### src/hdl/qlw_pkg.sv
// ============================================================================
// qlw_pkg: shared types and constants of the quadtree LOD leaf walk
// Holds the walk sequencer state type, the partial product codes of the
// shared squaring multiplier, the configuration register map and the reset
// values of the configuration registers.
// ============================================================================
package qlw_pkg;

  // Configuration port geometry.
  localparam int unsigned CFG_IDX_W  = 3;
  localparam int unsigned CFG_DATA_W = 32;

  // Field widths fixed by the interface.
  localparam int unsigned XY_W     = 32;
  localparam int unsigned LOG2_W   = 5;
  localparam int unsigned LVL_W    = 4;
  localparam int unsigned CODE_W   = 32;
  localparam int unsigned QUAD_W   = 2;
  localparam int unsigned GAIN_W   = 16;
  localparam int unsigned MINSZ_W  = 31;

  // Largest legal root size, and the Q8.8 fraction of the gain.
  localparam logic [LOG2_W-1:0] MAX_ROOT_LOG2 = 5'd30;
  localparam int unsigned       GAIN_FRAC     = 8;

  // Six partial products per node: low, cross and high part of each axis.
  localparam logic [2:0] LAST_PP_STEP = 3'd6;

  // Configuration register map.
  typedef enum logic [CFG_IDX_W-1:0] {
    CFG_ROOT_X     = 3'd0,
    CFG_ROOT_Y     = 3'd1,
    CFG_ROOT_LOG2  = 3'd2,
    CFG_MIN_SPLIT  = 3'd3,
    CFG_MAX_LEVELS = 3'd4,
    CFG_GAIN       = 3'd5,
    CFG_ROOT_CODE  = 3'd6
  } cfg_idx_e;

  // Reset values of the configuration registers.
  localparam logic [XY_W-1:0]    RST_ROOT_X     = 32'd0;
  localparam logic [XY_W-1:0]    RST_ROOT_Y     = 32'd0;
  localparam logic [LOG2_W-1:0]  RST_ROOT_LOG2  = 5'd16;
  localparam logic [MINSZ_W-1:0] RST_MIN_SPLIT  = 31'd1024;
  localparam logic [LVL_W-1:0]   RST_MAX_LEVELS = 4'd6;
  localparam logic [GAIN_W-1:0]  RST_GAIN       = 16'd512;
  localparam logic [CODE_W-1:0]  RST_ROOT_CODE  = 32'd0;

  // Quadrant codes in walk order.
  localparam logic [QUAD_W-1:0] QUAD_NW = 2'd0;
  localparam logic [QUAD_W-1:0] QUAD_SW = 2'd3;

  // Which partial product of a square the shared multiplier forms.
  typedef enum logic [1:0] {
    PP_LL,
    PP_HL,
    PP_HH
  } pp_e;

  // Walk sequencer.
  typedef enum logic [2:0] {
    ST_IDLE,
    ST_GSQ,
    ST_NODE,
    ST_MUL,
    ST_CMP,
    ST_LEAF,
    ST_POP
  } walk_state_e;

endpackage

### src/hdl/quadtree_lod_leaf_walk_unit.sv
// ============================================================================
// quadtree_lod_leaf_walk_unit: distance driven quadtree level-of-detail walk
// Takes one viewer position per input beat and walks a square quadtree depth
// first, emitting one output beat per unsplit node (leaf) in walk order.
// ============================================================================
// Sequence: the gain is squared first; a node that gets the distance test then
//   passes through setup, the multiply-accumulate steps and a compare, a
//   node that fails the size or depth test goes straight to its leaf, and
//   every leaf is registered and then climbs level by level to the next sibling.
// Throughput: one viewer position at a time; the shared 17x17 multiplier
//   (for 32 bit coordinates) sets the per node cost.
// Reset: asynchronous, active low; the unit comes up idle with no output beat
//   pending and all configuration registers at their documented defaults.
// ============================================================================
module quadtree_lod_leaf_walk_unit #(
  parameter int unsigned MAX_LEVELS = 15,
  parameter int unsigned MAX_LEAVES = 64,
  parameter int unsigned COORD_BITS = 32
) (
  input  logic                                clk_i,
  input  logic                                rst_ni,

  // Configuration write port.
  input  logic                                cfg_we_i,
  input  logic [qlw_pkg::CFG_IDX_W-1:0]       cfg_idx_i,
  input  logic [qlw_pkg::CFG_DATA_W-1:0]      cfg_wdata_i,

  // Viewer position channel.
  input  logic                                in_valid_i,
  output logic                                in_stall_o,
  input  logic signed [qlw_pkg::XY_W-1:0]     viewer_x_i,
  input  logic signed [qlw_pkg::XY_W-1:0]     viewer_y_i,

  // Leaf channel.
  output logic                                out_valid_o,
  input  logic                                out_stall_i,
  output logic signed [qlw_pkg::XY_W-1:0]     leaf_x_o,
  output logic signed [qlw_pkg::XY_W-1:0]     leaf_y_o,
  output logic [qlw_pkg::LOG2_W-1:0]          leaf_size_log2_o,
  output logic [qlw_pkg::LVL_W-1:0]           leaf_level_o,
  output logic [qlw_pkg::CODE_W-1:0]          leaf_code_o,
  output logic [qlw_pkg::QUAD_W-1:0]          leaf_quadrant_o,
  output logic                                truncated_o,
  output logic                                last_o
);

  import qlw_pkg::*;

  // Distance magnitudes need one bit beyond the wider of viewer and center.
  localparam int unsigned MW     = ((COORD_BITS > XY_W) ? COORD_BITS : XY_W) + 1;
  // Each magnitude is squared as two halves through one HW x HW multiplier.
  localparam int unsigned HW     = (MW + 1) / 2;
  localparam int unsigned PW     = 2 * HW;
  // Sum of two squares.
  localparam int unsigned ACC_W  = 2 * MW + 1;
  // The compare scales the left side by 2^16 and the right side by 2^(2s).
  localparam int unsigned LHS_W  = ACC_W + 2 * GAIN_FRAC;
  localparam int unsigned RHS_W  = 32 + 2 * 30;
  localparam int unsigned CMP_W  = (LHS_W > RHS_W) ? LHS_W : RHS_W;
  localparam int unsigned IDX_W  = (MAX_LEVELS > 1) ? $clog2(MAX_LEVELS) : 1;
  localparam int unsigned LC_W   = $clog2(MAX_LEAVES + 1);

  localparam logic [LVL_W-1:0] LVL_CAP  = LVL_W'(MAX_LEVELS);
  localparam logic [LC_W-1:0]  LEAF_CAP = LC_W'(MAX_LEAVES);

  // --------------------------------------------------------------------------
  // Configuration registers
  // --------------------------------------------------------------------------
  logic [XY_W-1:0]    root_x_q;
  logic [XY_W-1:0]    root_y_q;
  logic [LOG2_W-1:0]  root_log2_q;
  logic [MINSZ_W-1:0] min_split_q;
  logic [LVL_W-1:0]   max_levels_q;
  logic [GAIN_W-1:0]  gain_q;
  logic [CODE_W-1:0]  root_code_q;

  always_ff @(posedge clk_i or negedge rst_ni) begin
    if (!rst_ni) begin
      root_x_q     <= RST_ROOT_X;
      root_y_q     <= RST_ROOT_Y;
      root_log2_q  <= RST_ROOT_LOG2;
      min_split_q  <= RST_MIN_SPLIT;
      max_levels_q <= RST_MAX_LEVELS;
      gain_q       <= RST_GAIN;
      root_code_q  <= RST_ROOT_CODE;
    end else if (cfg_we_i) begin
      unique case (cfg_idx_e'(cfg_idx_i))
        CFG_ROOT_X:     root_x_q     <= cfg_wdata_i[XY_W-1:0];
        CFG_ROOT_Y:     root_y_q     <= cfg_wdata_i[XY_W-1:0];
        CFG_ROOT_LOG2:  root_log2_q  <= cfg_wdata_i[LOG2_W-1:0];
        CFG_MIN_SPLIT:  min_split_q  <= cfg_wdata_i[MINSZ_W-1:0];
        CFG_MAX_LEVELS: max_levels_q <= cfg_wdata_i[LVL_W-1:0];
        CFG_GAIN:       gain_q       <= cfg_wdata_i[GAIN_W-1:0];
        CFG_ROOT_CODE:  root_code_q  <= cfg_wdata_i[CODE_W-1:0];
        default: ;  // Writes past the register map are dropped.
      endcase
    end
  end

  // --------------------------------------------------------------------------
  // Walk state
  // --------------------------------------------------------------------------
  walk_state_e state_q, state_d;

  logic signed [XY_W-1:0] vx_q, vy_q;          // viewer of the current walk
  logic [COORD_BITS-1:0]  center_x_q, center_y_q;
  logic [LVL_W-1:0]       level_q;
  logic [CODE_W-1:0]      code_q;
  logic [LC_W-1:0]        cnt_q;               // leaves emitted in this walk
  logic [31:0]            gsq_q;               // gain squared, Q16.16

  // Per depth: quadrant being walked, and the parent center and code.
  logic [QUAD_W-1:0]      stack_q  [MAX_LEVELS];
  logic [COORD_BITS-1:0]  up_x_q   [MAX_LEVELS];
  logic [COORD_BITS-1:0]  up_y_q   [MAX_LEVELS];
  logic [CODE_W-1:0]      up_code_q[MAX_LEVELS];

  // Distance test datapath.
  logic [MW-1:0]          mag_x_q, mag_y_q;
  logic [CMP_W-1:0]       rhs_q;
  logic [ACC_W-1:0]       acc_q;
  logic [PW-1:0]          prod_q;
  pp_e                    part_q;
  logic [2:0]             step_q;

  // Output beat registers.
  logic                   out_valid_q;
  logic [COORD_BITS-1:0]  out_x_q, out_y_q;
  logic [LOG2_W-1:0]      out_log2_q;
  logic [LVL_W-1:0]       out_level_q;
  logic [CODE_W-1:0]      out_code_q;
  logic [QUAD_W-1:0]      out_quad_q;
  logic                   out_trunc_q, out_last_q;

  // --------------------------------------------------------------------------
  // Node geometry and the cheap split conditions
  // --------------------------------------------------------------------------
  logic [LOG2_W-1:0] s0_c, s_c;
  logic [LVL_W-1:0]  lim_c, lvl_m1_c;
  logic [IDX_W-1:0]  cur_idx_c, up_idx_c;
  logic              node_test_c;

  assign s0_c      = (root_log2_q > MAX_ROOT_LOG2) ? MAX_ROOT_LOG2 : root_log2_q;
  assign s_c       = s0_c - LOG2_W'(level_q);
  assign lim_c     = (max_levels_q < LVL_CAP) ? max_levels_q : LVL_CAP;
  assign lvl_m1_c  = level_q - LVL_W'(1);
  assign cur_idx_c = level_q[IDX_W-1:0];
  assign up_idx_c  = lvl_m1_c[IDX_W-1:0];

  // A node below size 4 would put child centers off the integer grid, so it
  // never splits; neither does one at the depth limit or below min size.
  assign node_test_c = (s_c >= LOG2_W'(2)) && (level_q < lim_c) &&
                       !((MINSZ_W'(1) << s_c) < min_split_q);

  // --------------------------------------------------------------------------
  // Shared multiplier
  // Squares each distance magnitude as (H*2^HW + L)^2 = L*L + 2*H*L*2^HW +
  // H*H*2^(2*HW), one partial product per cycle, and squares the gain once
  // at the start of each walk.
  // --------------------------------------------------------------------------
  logic [MW-1:0]     mag_sel_c;
  logic [HW-1:0]     mag_lo_c, mag_hi_c;
  logic [HW-1:0]     mul_a_c, mul_b_c;
  logic [PW-1:0]     mul_p_c;
  pp_e               pp_sel_c;
  logic              y_axis_c;

  always_comb begin
    unique case (step_q)
      3'd0:    begin pp_sel_c = PP_LL; y_axis_c = 1'b0; end
      3'd1:    begin pp_sel_c = PP_HL; y_axis_c = 1'b0; end
      3'd2:    begin pp_sel_c = PP_HH; y_axis_c = 1'b0; end
      3'd3:    begin pp_sel_c = PP_LL; y_axis_c = 1'b1; end
      3'd4:    begin pp_sel_c = PP_HL; y_axis_c = 1'b1; end
      3'd5:    begin pp_sel_c = PP_HH; y_axis_c = 1'b1; end
      default: begin pp_sel_c = PP_LL; y_axis_c = 1'b0; end
    endcase
  end

  assign mag_sel_c = y_axis_c ? mag_y_q : mag_x_q;
  assign mag_lo_c  = mag_sel_c[HW-1:0];
  assign mag_hi_c  = HW'(mag_sel_c >> HW);

  always_comb begin
    if (state_q == ST_GSQ) begin
      mul_a_c = HW'(gain_q);
      mul_b_c = HW'(gain_q);
    end else begin
      mul_a_c = (pp_sel_c == PP_LL) ? mag_lo_c : mag_hi_c;
      mul_b_c = (pp_sel_c == PP_HH) ? mag_hi_c : mag_lo_c;
    end
  end

  assign mul_p_c = PW'(mul_a_c) * PW'(mul_b_c);

  // Weight of the partial product registered last cycle.
  logic [ACC_W-1:0] pp_ext_c, addend_c;

  assign pp_ext_c = ACC_W'(prod_q);

  always_comb begin
    case (part_q)
      PP_HL:   addend_c = pp_ext_c << (HW + 1);
      PP_HH:   addend_c = pp_ext_c << (2 * HW);
      default: addend_c = pp_ext_c;
    endcase
  end

  // Magnitudes of the viewer offset from the node center.
  logic signed [MW-1:0] diff_x_c, diff_y_c;
  logic [MW-1:0]        abs_x_c, abs_y_c;

  assign diff_x_c = MW'(vx_q) - MW'($signed(center_x_q));
  assign diff_y_c = MW'(vy_q) - MW'($signed(center_y_q));
  assign abs_x_c  = diff_x_c[MW-1] ? $unsigned(-diff_x_c) : $unsigned(diff_x_c);
  assign abs_y_c  = diff_y_c[MW-1] ? $unsigned(-diff_y_c) : $unsigned(diff_y_c);

  // Split when (256*dx)^2 + (256*dy)^2 < (2^s * g)^2, i.e. when
  // (dx^2 + dy^2) * 2^16 < g^2 * 2^(2s).
  logic split_c;
  assign split_c = (CMP_W'(acc_q) << (2 * GAIN_FRAC)) < rhs_q;

  // --------------------------------------------------------------------------
  // Child entry
  // Entered either right after a split (first child, NW, of this node) or
  // after a leaf, where the next sibling at the current depth follows.
  // --------------------------------------------------------------------------
  logic                  from_pop_c;
  logic [COORD_BITS-1:0] base_x_c, base_y_c, qtr_c, child_x_c, child_y_c;
  logic [CODE_W-1:0]     base_code_c, child_code_c;
  logic [QUAD_W-1:0]     child_q_c;
  logic [LOG2_W-1:0]     qtr_sh_c;

  assign from_pop_c  = (state_q == ST_POP);
  assign base_x_c    = from_pop_c ? up_x_q[up_idx_c]    : center_x_q;
  assign base_y_c    = from_pop_c ? up_y_q[up_idx_c]    : center_y_q;
  assign base_code_c = from_pop_c ? up_code_q[up_idx_c] : code_q;
  assign child_q_c   = from_pop_c ? (stack_q[up_idx_c] + QUAD_W'(1)) : QUAD_NW;
  // Quarter of the parent edge: parent size is s here after a split, and
  // s + 1 for a sibling at the current depth.
  assign qtr_sh_c    = from_pop_c ? (s_c - LOG2_W'(1)) : (s_c - LOG2_W'(2));
  assign qtr_c       = {{(COORD_BITS-1){1'b0}}, 1'b1} << qtr_sh_c;

  // East children (NE, SE) step +x; north children (NW, NE) step +y.
  assign child_x_c    = (child_q_c[0] ^ child_q_c[1]) ? (base_x_c + qtr_c)
                                                      : (base_x_c - qtr_c);
  assign child_y_c    = !child_q_c[1] ? (base_y_c + qtr_c) : (base_y_c - qtr_c);
  assign child_code_c = {base_code_c[CODE_W-3:0], child_q_c};

  // --------------------------------------------------------------------------
  // Leaf bookkeeping
  // --------------------------------------------------------------------------
  logic out_free_c, pop_c, more_c, lim_hit_c;
  logic [LC_W-1:0] cnt_inc_c;

  assign out_free_c = !out_valid_q || !out_stall_i;
  // Climb while the node at this depth was the last (SW) child.
  assign pop_c      = (level_q != '0) && (stack_q[up_idx_c] == QUAD_SW);
  assign more_c     = (level_q != '0);
  assign cnt_inc_c  = cnt_q + LC_W'(1);
  assign lim_hit_c  = (cnt_inc_c == LEAF_CAP);

  // --------------------------------------------------------------------------
  // Sequencer: next state
  // --------------------------------------------------------------------------
  always_comb begin
    state_d = state_q;
    unique case (state_q)
      ST_IDLE: if (in_valid_i) state_d = ST_GSQ;
      ST_GSQ:  state_d = ST_NODE;
      ST_NODE: state_d = node_test_c ? ST_MUL : ST_LEAF;
      ST_MUL:  if (step_q == LAST_PP_STEP) state_d = ST_CMP;
      ST_CMP:  state_d = split_c ? ST_NODE : ST_LEAF;
      ST_LEAF: if (out_free_c) state_d = ST_POP;
      ST_POP: begin
        if (pop_c) begin
          state_d = ST_POP;
        end else if (more_c && !lim_hit_c) begin
          state_d = ST_NODE;
        end else begin
          state_d = ST_IDLE;
        end
      end
      default: state_d = ST_IDLE;
    endcase
  end

  // --------------------------------------------------------------------------
  // Sequencer: control outputs
  // --------------------------------------------------------------------------
  logic ld_item, ld_gsq, ld_node, mul_run, push_split, ld_leaf;
  logic pop_lvl, emit, descend_next, stall_c;

  always_comb begin
    ld_item      = 1'b0;
    ld_gsq       = 1'b0;
    ld_node      = 1'b0;
    mul_run      = 1'b0;
    push_split   = 1'b0;
    ld_leaf      = 1'b0;
    pop_lvl      = 1'b0;
    emit         = 1'b0;
    descend_next = 1'b0;
    stall_c      = 1'b1;
    unique case (state_q)
      ST_IDLE: begin
        stall_c = 1'b0;
        ld_item = in_valid_i;
      end
      ST_GSQ:  ld_gsq     = 1'b1;
      ST_NODE: ld_node    = node_test_c;
      ST_MUL:  mul_run    = 1'b1;
      ST_CMP:  push_split = split_c;
      ST_LEAF: ld_leaf    = out_free_c;
      ST_POP: begin
        pop_lvl      = pop_c;
        emit         = !pop_c;
        descend_next = !pop_c && more_c && !lim_hit_c;
      end
      default: ;
    endcase
  end

  assign in_stall_o = stall_c;

  // --------------------------------------------------------------------------
  // Control registers
  // --------------------------------------------------------------------------
  always_ff @(posedge clk_i or negedge rst_ni) begin
    if (!rst_ni) begin
      state_q     <= ST_IDLE;
      out_valid_q <= 1'b0;
      level_q     <= '0;
      cnt_q       <= '0;
      step_q      <= '0;
    end else begin
      state_q <= state_d;

      // A new beat is only raised after the previous one has gone.
      if (emit) begin
        out_valid_q <= 1'b1;
      end else if (out_valid_q && !out_stall_i) begin
        out_valid_q <= 1'b0;
      end

      if (ld_item) begin
        level_q <= '0;
      end else if (push_split) begin
        level_q <= level_q + LVL_W'(1);
      end else if (pop_lvl) begin
        level_q <= lvl_m1_c;
      end

      if (ld_item) begin
        cnt_q <= '0;
      end else if (emit) begin
        cnt_q <= cnt_inc_c;
      end

      if (ld_node) begin
        step_q <= '0;
      end else if (mul_run) begin
        step_q <= step_q + 3'd1;
      end
    end
  end

  // --------------------------------------------------------------------------
  // Datapath registers
  // --------------------------------------------------------------------------
  always_ff @(posedge clk_i) begin
    if (ld_item) begin
      vx_q       <= viewer_x_i;
      vy_q       <= viewer_y_i;
      center_x_q <= COORD_BITS'($signed(root_x_q));
      center_y_q <= COORD_BITS'($signed(root_y_q));
      code_q     <= root_code_q;
    end else if (push_split || descend_next) begin
      center_x_q <= child_x_c;
      center_y_q <= child_y_c;
      code_q     <= child_code_c;
    end

    if (ld_gsq) begin
      gsq_q <= mul_p_c[31:0];
    end

    if (ld_node) begin
      mag_x_q <= abs_x_c;
      mag_y_q <= abs_y_c;
      rhs_q   <= CMP_W'(gsq_q) << {s_c, 1'b0};
      acc_q   <= '0;
    end else if (mul_run) begin
      if (step_q != LAST_PP_STEP) begin
        prod_q <= mul_p_c;
        part_q <= pp_sel_c;
      end
      if (step_q != 3'd0) begin
        acc_q <= acc_q + addend_c;
      end
    end

    // Parent record and quadrant stack: one write per cycle at most.
    if (push_split) begin
      up_x_q[cur_idx_c]    <= center_x_q;
      up_y_q[cur_idx_c]    <= center_y_q;
      up_code_q[cur_idx_c] <= code_q;
      stack_q[cur_idx_c]   <= QUAD_NW;
    end else if (descend_next) begin
      stack_q[up_idx_c]    <= child_q_c;
    end

    if (ld_leaf) begin
      out_x_q     <= center_x_q;
      out_y_q     <= center_y_q;
      out_log2_q  <= s_c;
      out_level_q <= level_q;
      out_code_q  <= code_q;
      out_quad_q  <= more_c ? stack_q[up_idx_c] : QUAD_NW;
    end

    // Last and truncated are known only once the climb has finished.
    if (emit) begin
      out_last_q  <= !more_c || lim_hit_c;
      out_trunc_q <= more_c && lim_hit_c;
    end
  end

  // --------------------------------------------------------------------------
  // Outputs
  // --------------------------------------------------------------------------
  assign out_valid_o      = out_valid_q;
  assign leaf_x_o         = XY_W'($signed(out_x_q));
  assign leaf_y_o         = XY_W'($signed(out_y_q));
  assign leaf_size_log2_o = out_log2_q;
  assign leaf_level_o     = out_level_q;
  assign leaf_code_o      = out_code_q;
  assign leaf_quadrant_o  = out_quad_q;
  assign truncated_o      = out_trunc_q;
  assign last_o           = out_last_q;

endmodule

### config.mk
export PLATFORM = sky130hd
export DESIGN_NAME = quadtree_lod_leaf_walk_unit
export DESIGN_NICKNAME = d
export VERILOG_FILES = /design/src/hdl/qlw_pkg.sv /design/src/hdl/quadtree_lod_leaf_walk_unit.sv
export SDC_FILE = /design/constraint.sdc
export NUM_CORES = 2
export LEC_CHECK = 0
export BUFFER_PORTS_ARGS = -buffer_cell sky130_fd_sc_hd__clkbuf_2
export CORE_UTILIZATION = 50
export DETAILED_ROUTE_END_ITERATION = 12
export HOLD_SLACK_MARGIN = 0.1
export PLACE_DENSITY = 0.66
export SLEW_MARGIN = 25
export SYNTH_ARGS = -nofsm -noshare
export SYNTH_HDL_FRONTEND = slang
export SYNTH_SLANG_ARGS = --single-unit
### constraint.sdc
create_clock -name clk_i -period 11.8 [get_ports clk_i]
set_input_delay 2.36 -clock clk_i [delete_from_list [all_inputs] [get_ports clk_i]]
set_output_delay 2.36 -clock clk_i [all_outputs]
set_load 0.01 [all_outputs]
Word level (Yosys, flattened, before mapping)
Memory sizes are Yosys's and may differ from the RTL's.
Cells that the tools add are included.
Widths: inputs -> output; s select.
{"block": "classes", "reduce_logical": 41, "n_eq_ne": 27, "n_mul": 1, "add_sub_neg": 17, "n_div": 0, "muxes": 60, "n_lt_le_gt_ge": 6, "shift": 3, "bitwise_logic": 2}
{"cell": "$mux 32", "count": 12}
{"cell": "$pmux 67 s2", "count": 1}
{"cell": "$lt 83x92->1", "count": 1}
{"cell": "$shl 32x6->92", "count": 1}
{"cell": "$mux 17", "count": 4}
{"cell": "$add 67x67->67", "count": 1}
{"cell": "$neg 33->33", "count": 2}
{"cell": "$sub 32x32->33", "count": 2}
{"cell": "$add 32x32->32", "count": 2}
{"cell": "$sub 32x32->32", "count": 2}
{"cell": "$mul 17x17->34", "count": 1}
{"cell": "$mux 33", "count": 1}
{"cell": "$shl 1x5->32 const A", "count": 1}
{"cell": "$lt 31x31->1", "count": 1}
{"cell": "$shl 1x5->31 const A", "count": 1}
{"cell": "$mux 30", "count": 1}
{"cell": "$eq 3x3->1 const B", "count": 9}
{"cell": "$mux 3", "count": 8}
{"cell": "$pmux 3 s7", "count": 1}
{"cell": "$mux 4", "count": 5}
{"cell": "$mux 1", "count": 19}
{"cell": "$eq 3x2->1 const B", "count": 6}
{"cell": "$reduce_and 2->1", "count": 8}
{"cell": "$mux 7", "count": 2}
{"cell": "other kinds (34)", "count": 65}
{"block": "word_totals", "elab_cells": 195, "latchBits": 0, "memories": 4, "in_bits": 104, "reg_bits": 732, "mem_bits_ro": 0, "ramBits": 1470, "output_inout_bits": 111}
{"memory": "up_code_q", "words": 15, "word_bits": 32, "read_ports": 1, "rd_clocked_by_memory_dff": 0, "write_ports": 1, "line": "quadtree_lod_leaf_walk_unit.sv:116", "rtl": "logic [CODE_W-1:0] up_code_q[MAX_LEVELS];"}
{"memory": "up_x_q", "words": 15, "word_bits": 32, "read_ports": 1, "rd_clocked_by_memory_dff": 0, "write_ports": 1, "line": "quadtree_lod_leaf_walk_unit.sv:114", "rtl": "logic [COORD_BITS-1:0] up_x_q [MAX_LEVELS];"}
{"memory": "up_y_q", "words": 15, "word_bits": 32, "read_ports": 1, "rd_clocked_by_memory_dff": 0, "write_ports": 1, "line": "quadtree_lod_leaf_walk_unit.sv:115", "rtl": "logic [COORD_BITS-1:0] up_y_q [MAX_LEVELS];"}
{"memory": "stack_q", "words": 15, "word_bits": 2, "read_ports": 1, "rd_clocked_by_memory_dff": 0, "write_ports": 1, "line": "quadtree_lod_leaf_walk_unit.sv:113", "rtl": "logic [QUAD_W-1:0] stack_q [MAX_LEVELS];"}

Depth between registers and ports, before layout
An unclocked memory read counts as a cell.
{"block": "depth", "depth_word": 13, "ltp_mapped": 35, "depth_no_buf": 32}

Worst setup path after synthesis
Ideal clock, no wire load.
{"block": "synth_path", "kind": "flip-flop to flip-flop", "startpoint": "reg step_q[0]", "endpoint": "reg gsq_q[27], data pin", "setup_ps": 263, "required_time_ps": 11537, "period_less_slack_ps": 8519, "stages_incl_launch_ff": 33, "setup_slack_ps": 3281, "t_arrival_ps": 8256, "n_path_buf": 3, "cell_sequence": "dfrtp_1 -> inv_1 -> ha_1 -> or3_1 -> o21ai_0 -> buf_1 -> buf_2 -> mux2i_1 -> mux2i_1 -> a21oi_1 -> clkbuf_1 -> nor2_1 -> fa_1 -> inv_1 -> fa_1 -> fa_1 -> fa_1 -> inv_1 -> fa_1 -> inv_1 -> fa_1 -> inv_1 -> ha_1 -> inv_1 -> nor3_1 -> nand3_1 -> a211o_1 -> a211oi_1 -> nor3_1 -> or3_1 -> o2111ai_1 -> a21oi_1 -> xnor2_1"}
{"block": "synth_via", "elab_chain_cells": 7, "word_cells_on_any_way": 18, "classes_between": "mul (1); eq/ne (6); mux (7); reduce/logical (4)"}
{"item": "from (decl)", "line": "quadtree_lod_leaf_walk_unit.sv:124", "rtl": "logic [2:0] step_q;"}
{"item": "from (signal assigned)", "line": "quadtree_lod_leaf_walk_unit.sv:363", "rtl": "step_q <= step_q + 3'd1;"}
{"item": "$eq 3x3->1, or another cell as far along", "line": "quadtree_lod_leaf_walk_unit.sv:169", "rtl": "unique case (step_q)"}
{"item": "$reduce_or 2->1 (no source line) / $reduce_or 3->1 (equally long branches)"}
{"item": "$pmux 2 s2 / $mux 1 (equally long branches)", "line": "quadtree_lod_leaf_walk_unit.sv:169"}
{"item": "$eq 2x2->1, or another cell as far along", "line": "quadtree_lod_leaf_walk_unit.sv:190", "rtl": "mul_b_c = (pp_sel_c == PP_HH) ? mag_hi_c : mag_lo_c;"}
{"item": "$mux 17, on equally long branches", "line": "quadtree_lod_leaf_walk_unit.sv:190, quadtree_lod_leaf_walk_unit.sv:189"}
{"item": "$mux 17", "line": "quadtree_lod_leaf_walk_unit.sv:185", "rtl": "if (state_q == ST_GSQ) begin"}
{"item": "$mul 17x17->34 *", "line": "quadtree_lod_leaf_walk_unit.sv:194", "rtl": "assign mul_p_c = PW'(mul_a_c) * PW'(mul_b_c);"}
{"item": "net mul_p_c[27]", "line": "quadtree_lod_leaf_walk_unit.sv:164", "rtl": "logic [PW-1:0] mul_p_c;"}
{"item": "to (signal assigned)", "line": "quadtree_lod_leaf_walk_unit.sv:385", "rtl": "gsq_q <= mul_p_c[31:0];"}
{"item": "to (decl)", "line": "quadtree_lod_leaf_walk_unit.sv:110", "rtl": "logic [31:0] gsq_q;"}
Mark *: on every way through the listed nets, which the timed path passes. The rest lies on a longest branch.
A chain may end at the register's enable or synchronous reset.

Worst setup path in the final report
{"block": "layout_path", "startpoint": "reg step_q[0]", "endpoint": "reg prod_q[31], data pin"}
{"block": "layout_via", "elab_chain_cells": 7, "word_cells_on_any_way": 18, "classes_between": "mul (1); eq/ne (6); mux (7); reduce/logical (4)"}
{"item": "$eq 3x3->1, or another cell as far along", "line": "quadtree_lod_leaf_walk_unit.sv:169"}
{"item": "$reduce_or 2->1 (no source line) / $reduce_or 3->1 (equally long branches)"}
{"item": "$pmux 2 s2 / $mux 1 (equally long branches)", "line": "quadtree_lod_leaf_walk_unit.sv:169"}
{"item": "$eq 2x2->1, or another cell as far along", "line": "quadtree_lod_leaf_walk_unit.sv:190"}
{"item": "$mux 17, on equally long branches", "line": "quadtree_lod_leaf_walk_unit.sv:190, quadtree_lod_leaf_walk_unit.sv:189"}
{"item": "$mux 17", "line": "quadtree_lod_leaf_walk_unit.sv:185"}
{"item": "$mul 17x17->34 *", "line": "quadtree_lod_leaf_walk_unit.sv:194"}
{"item": "net mul_p_c[31]", "line": "quadtree_lod_leaf_walk_unit.sv:164"}
{"item": "to (signal assigned)", "line": "quadtree_lod_leaf_walk_unit.sv:395", "rtl": "prod_q <= mul_p_c;"}
{"item": "to (decl)", "line": "quadtree_lod_leaf_walk_unit.sv:122", "rtl": "logic [PW-1:0] prod_q;"}
Marked as above.

==> reports/metrics.cfg <==
[setup_path]
arrival_ns=10.18
r2r_slack_ns=2.18
crit_fanout=25
path_buf_inv=6
worst_path_largest_cell_delay_ns=0.88
crit_type=reg2reg
critical_path_required_ns=12.36
path_common_cell=fa_1
endpoint=prod_q[31]$_DFFE_PP_
r2r.worst_path.cells=30
timing.critical_path.max_delay_family=adder cells
start_kind=flip-flop
critical_path_depth=30
r2r-start=step_q[0]$_DFFE_PN0P_
rr_endpoint=prod_q[31]$_DFFE_PP_
startpoint=step_q[0]$_DFFE_PN0P_
endpoint_kind=flip-flop
cpMaxStageDelayCell=a21oi_1

[yosys]
synthFlopType=edfxtp_1
syn_inst=8111
synth.area.top_cells=edfxtp_1, mux4_2, ha_1, fa_1, dfrtp_1
syn_area_per_cell_um2=13.5
syn_nets=8874
synth_edf_count=1935
ys_types=118
synthTopCellsByCount=edfxtp_1, nand2_1, nor2_1
ys_seq_elements=2172
async_flop_share_pct=7.83
yosysTopAreaCellShare_pct=53.1
yosysWarningCount=0
yosys.area.top_type=edfxtp_1
syn-cell-area_um2=109000
yosysMostFrequentCell=edfxtp_1
seq_area_frac_synth_pct=58.3

[routing]
ant_nets=0
drt_wl_total_um=325000
wl_per_cell_um=28.5
vias_per_cell=6.13
drt_iter0_drc=7716
num_vias=69800
drcViolationCount=0
dr.pass1.iters=7

[die]
fp-row-count=171
die_y_um=470
ioPinCount=215
start_util_pct=50.4
die_w_um=470
die-area_um2=221000
core_um2=217000

[timing]
slew_violations=0
period_minus_slack_ns=9.62
rsz0062_at_grt=false
fin_tns_setup_ns=0
relSlewSlack_pct=25.4
fmax_mhz=104
finalSetupViolations=0
worstMarginPinSlew_ns=1.12
hold_viol=0
fin_crit_sh_pct=81.5
fin_skew_ns=0.133

[job]
cap_violations=0

[cts]
post_cts_buffers=0
cts_hold_buffers=0
htreeDepth=4
cts_sinks=2172
insertion_delay_ns=0.93
cts_tree=yes
cts_resized=0
clk_pin_slew_worst_paths_ns=0.06
cts_buffer_depth=3
cts-root-buf=clkbuf_16
cts_made_buffers=217

[cells_and_area]
area.growth.synth_to_final_pct=11.1
multiInputGateArea_um2=42400
n_fill_cell=17500
drive_gt1_share_pct=15.6
seqCellArea_um2=63700
final_core_util_pct=55.9
num-nets-final=9076

[global_routing]
overflow=0
grt_antenna_before_repair=18
grt_max_degree=106
grt_use_total_pct=29.1
grt_pass1_wl_um=468000
grt_pass1_vias=68100

[placement]
portBuffers=214
place_congestion=0.948
hpwl_um=218000

[worst_hold_path]
hold_class=reg2reg
min_from=acc_q[66]$_SDFFE_PP0P_

[status]
status=finished clean

## placed cells by master (no fill, tap or decap), types with 54 or more instances in the layout
master / synthesis / layout
a21o_1: 147 / 146
a21oi_1: 492 / 490
a31oi_1: 69 / 69
and2_1: 75 / 68
buf_4: 0 / 114
clkbuf_16: 0 / 217
clkbuf_2: 1 / 213
dfrtp_1: 165 / 164
dfxtp_1: 67 / 67
edfxtp_1: 1935 / 1935
fa_1: 230 / 229
ha_1: 429 / 427
inv_1: 548 / 548
mux2_2: 165 / 165
mux2i_1: 186 / 186
mux4_2: 388 / 388
nand2_1: 768 / 767
nand3_1: 79 / 79
nand4_1: 54 / 54
nor2_1: 641 / 640
nor3_1: 79 / 76
o21ai_0: 337 / 336
xnor2_1: 177 / 174
xor2_1: 77 / 75
## worst min path at each step
stage                                      endpoint  slack, ns  depth (start not counted)
after global placement       acc_q[66]$_SDFFE_PP0P_       0.47                          1
after floorplan           leaf_code_o[30]$_DFFE_PP_       0.40                          0
after detailed placement     acc_q[66]$_SDFFE_PP0P_       0.48                          1
after CTS                    acc_q[66]$_SDFFE_PP0P_       0.48                          1
after global routing         acc_q[66]$_SDFFE_PP0P_       0.50                          1
final                        acc_q[66]$_SDFFE_PP0P_       0.49                          1
## stage by stage
stage	instances	worst slack, ns	hold WS, ns	instance area [um2]
floorplan	8111	3.28	0.400	109000
global placement	10900	2.30	0.466	114000
detailed placement	10900	2.17	0.476	114000
CTS	11400	2.19	0.485	121000
global route	11400	1.69	0.498	121000
finish	11400	2.18	0.485	121000
## routing by layer
layer | vias up | global-route usage [%] | part of all wire (%)
met4 | 4 | 13.5 | 4.9
met5 | - | 0 | 0.0068
met1 | 35800 | 39.6 | 40
li1 | 30500 | - | -
met2 | 2957 | 46.8 | 48
met3 | 559 | 3.81 | 7.0
## cell families (layout without fill, tap and decap cells)
kind of cell | count (synthesis) | count (layout) | share of synthesized area, %
AO/OA/AOI/OAI | 1439 | 1439 | 8.12
XOR/XNOR | 257 | 257 | 2.09
adder cells (fa/ha/maj) | 659 | 659 | 9.12
buffers and inverters | 909 | 1303 | 3.16
flip-flops | 2172 | 2172 | 58.3
multiplexers | 739 | 739 | 11.4
other | 0 | 27 | 0
AND/OR/NAND/NOR | 1936 | 1936 | 7.86
## sequential cells by signal, indices dropped and copies added (netlist names), 16 cells and up
name         cells
prod_q          34
center_y_q      32
up_code_q      450
vy_q            32
mag_x_q         33
min_split_q     31
root_x_q        32
leaf_code_o     32
root_code_q     32
gsq_q           32
acc_q           67
rhs_q           92
up_y_q         480
center_x_q      32
vx_q            32
gain_q          16
leaf_y_o        32
root_y_q        32
leaf_x_o        32
stack_q         30
code_q          32
mag_y_q         33
up_x_q         480
## layout make-up
class	instances	area share, %
Sequential cell	2172	52.5
Clock buffer	254	4.61
Timing Repair Buffer	338	1.76
Tap cell	2854	2.94
Clock inverter	157	1.53
Multi-Input combinational cell	5030	34.9
Inverter	554	1.72
Antenna cell	27	0.0556
Power is left out: the tool's default activity adds up to more than one toggle a clock period on the data nets, which glitch-free logic cannot reach.
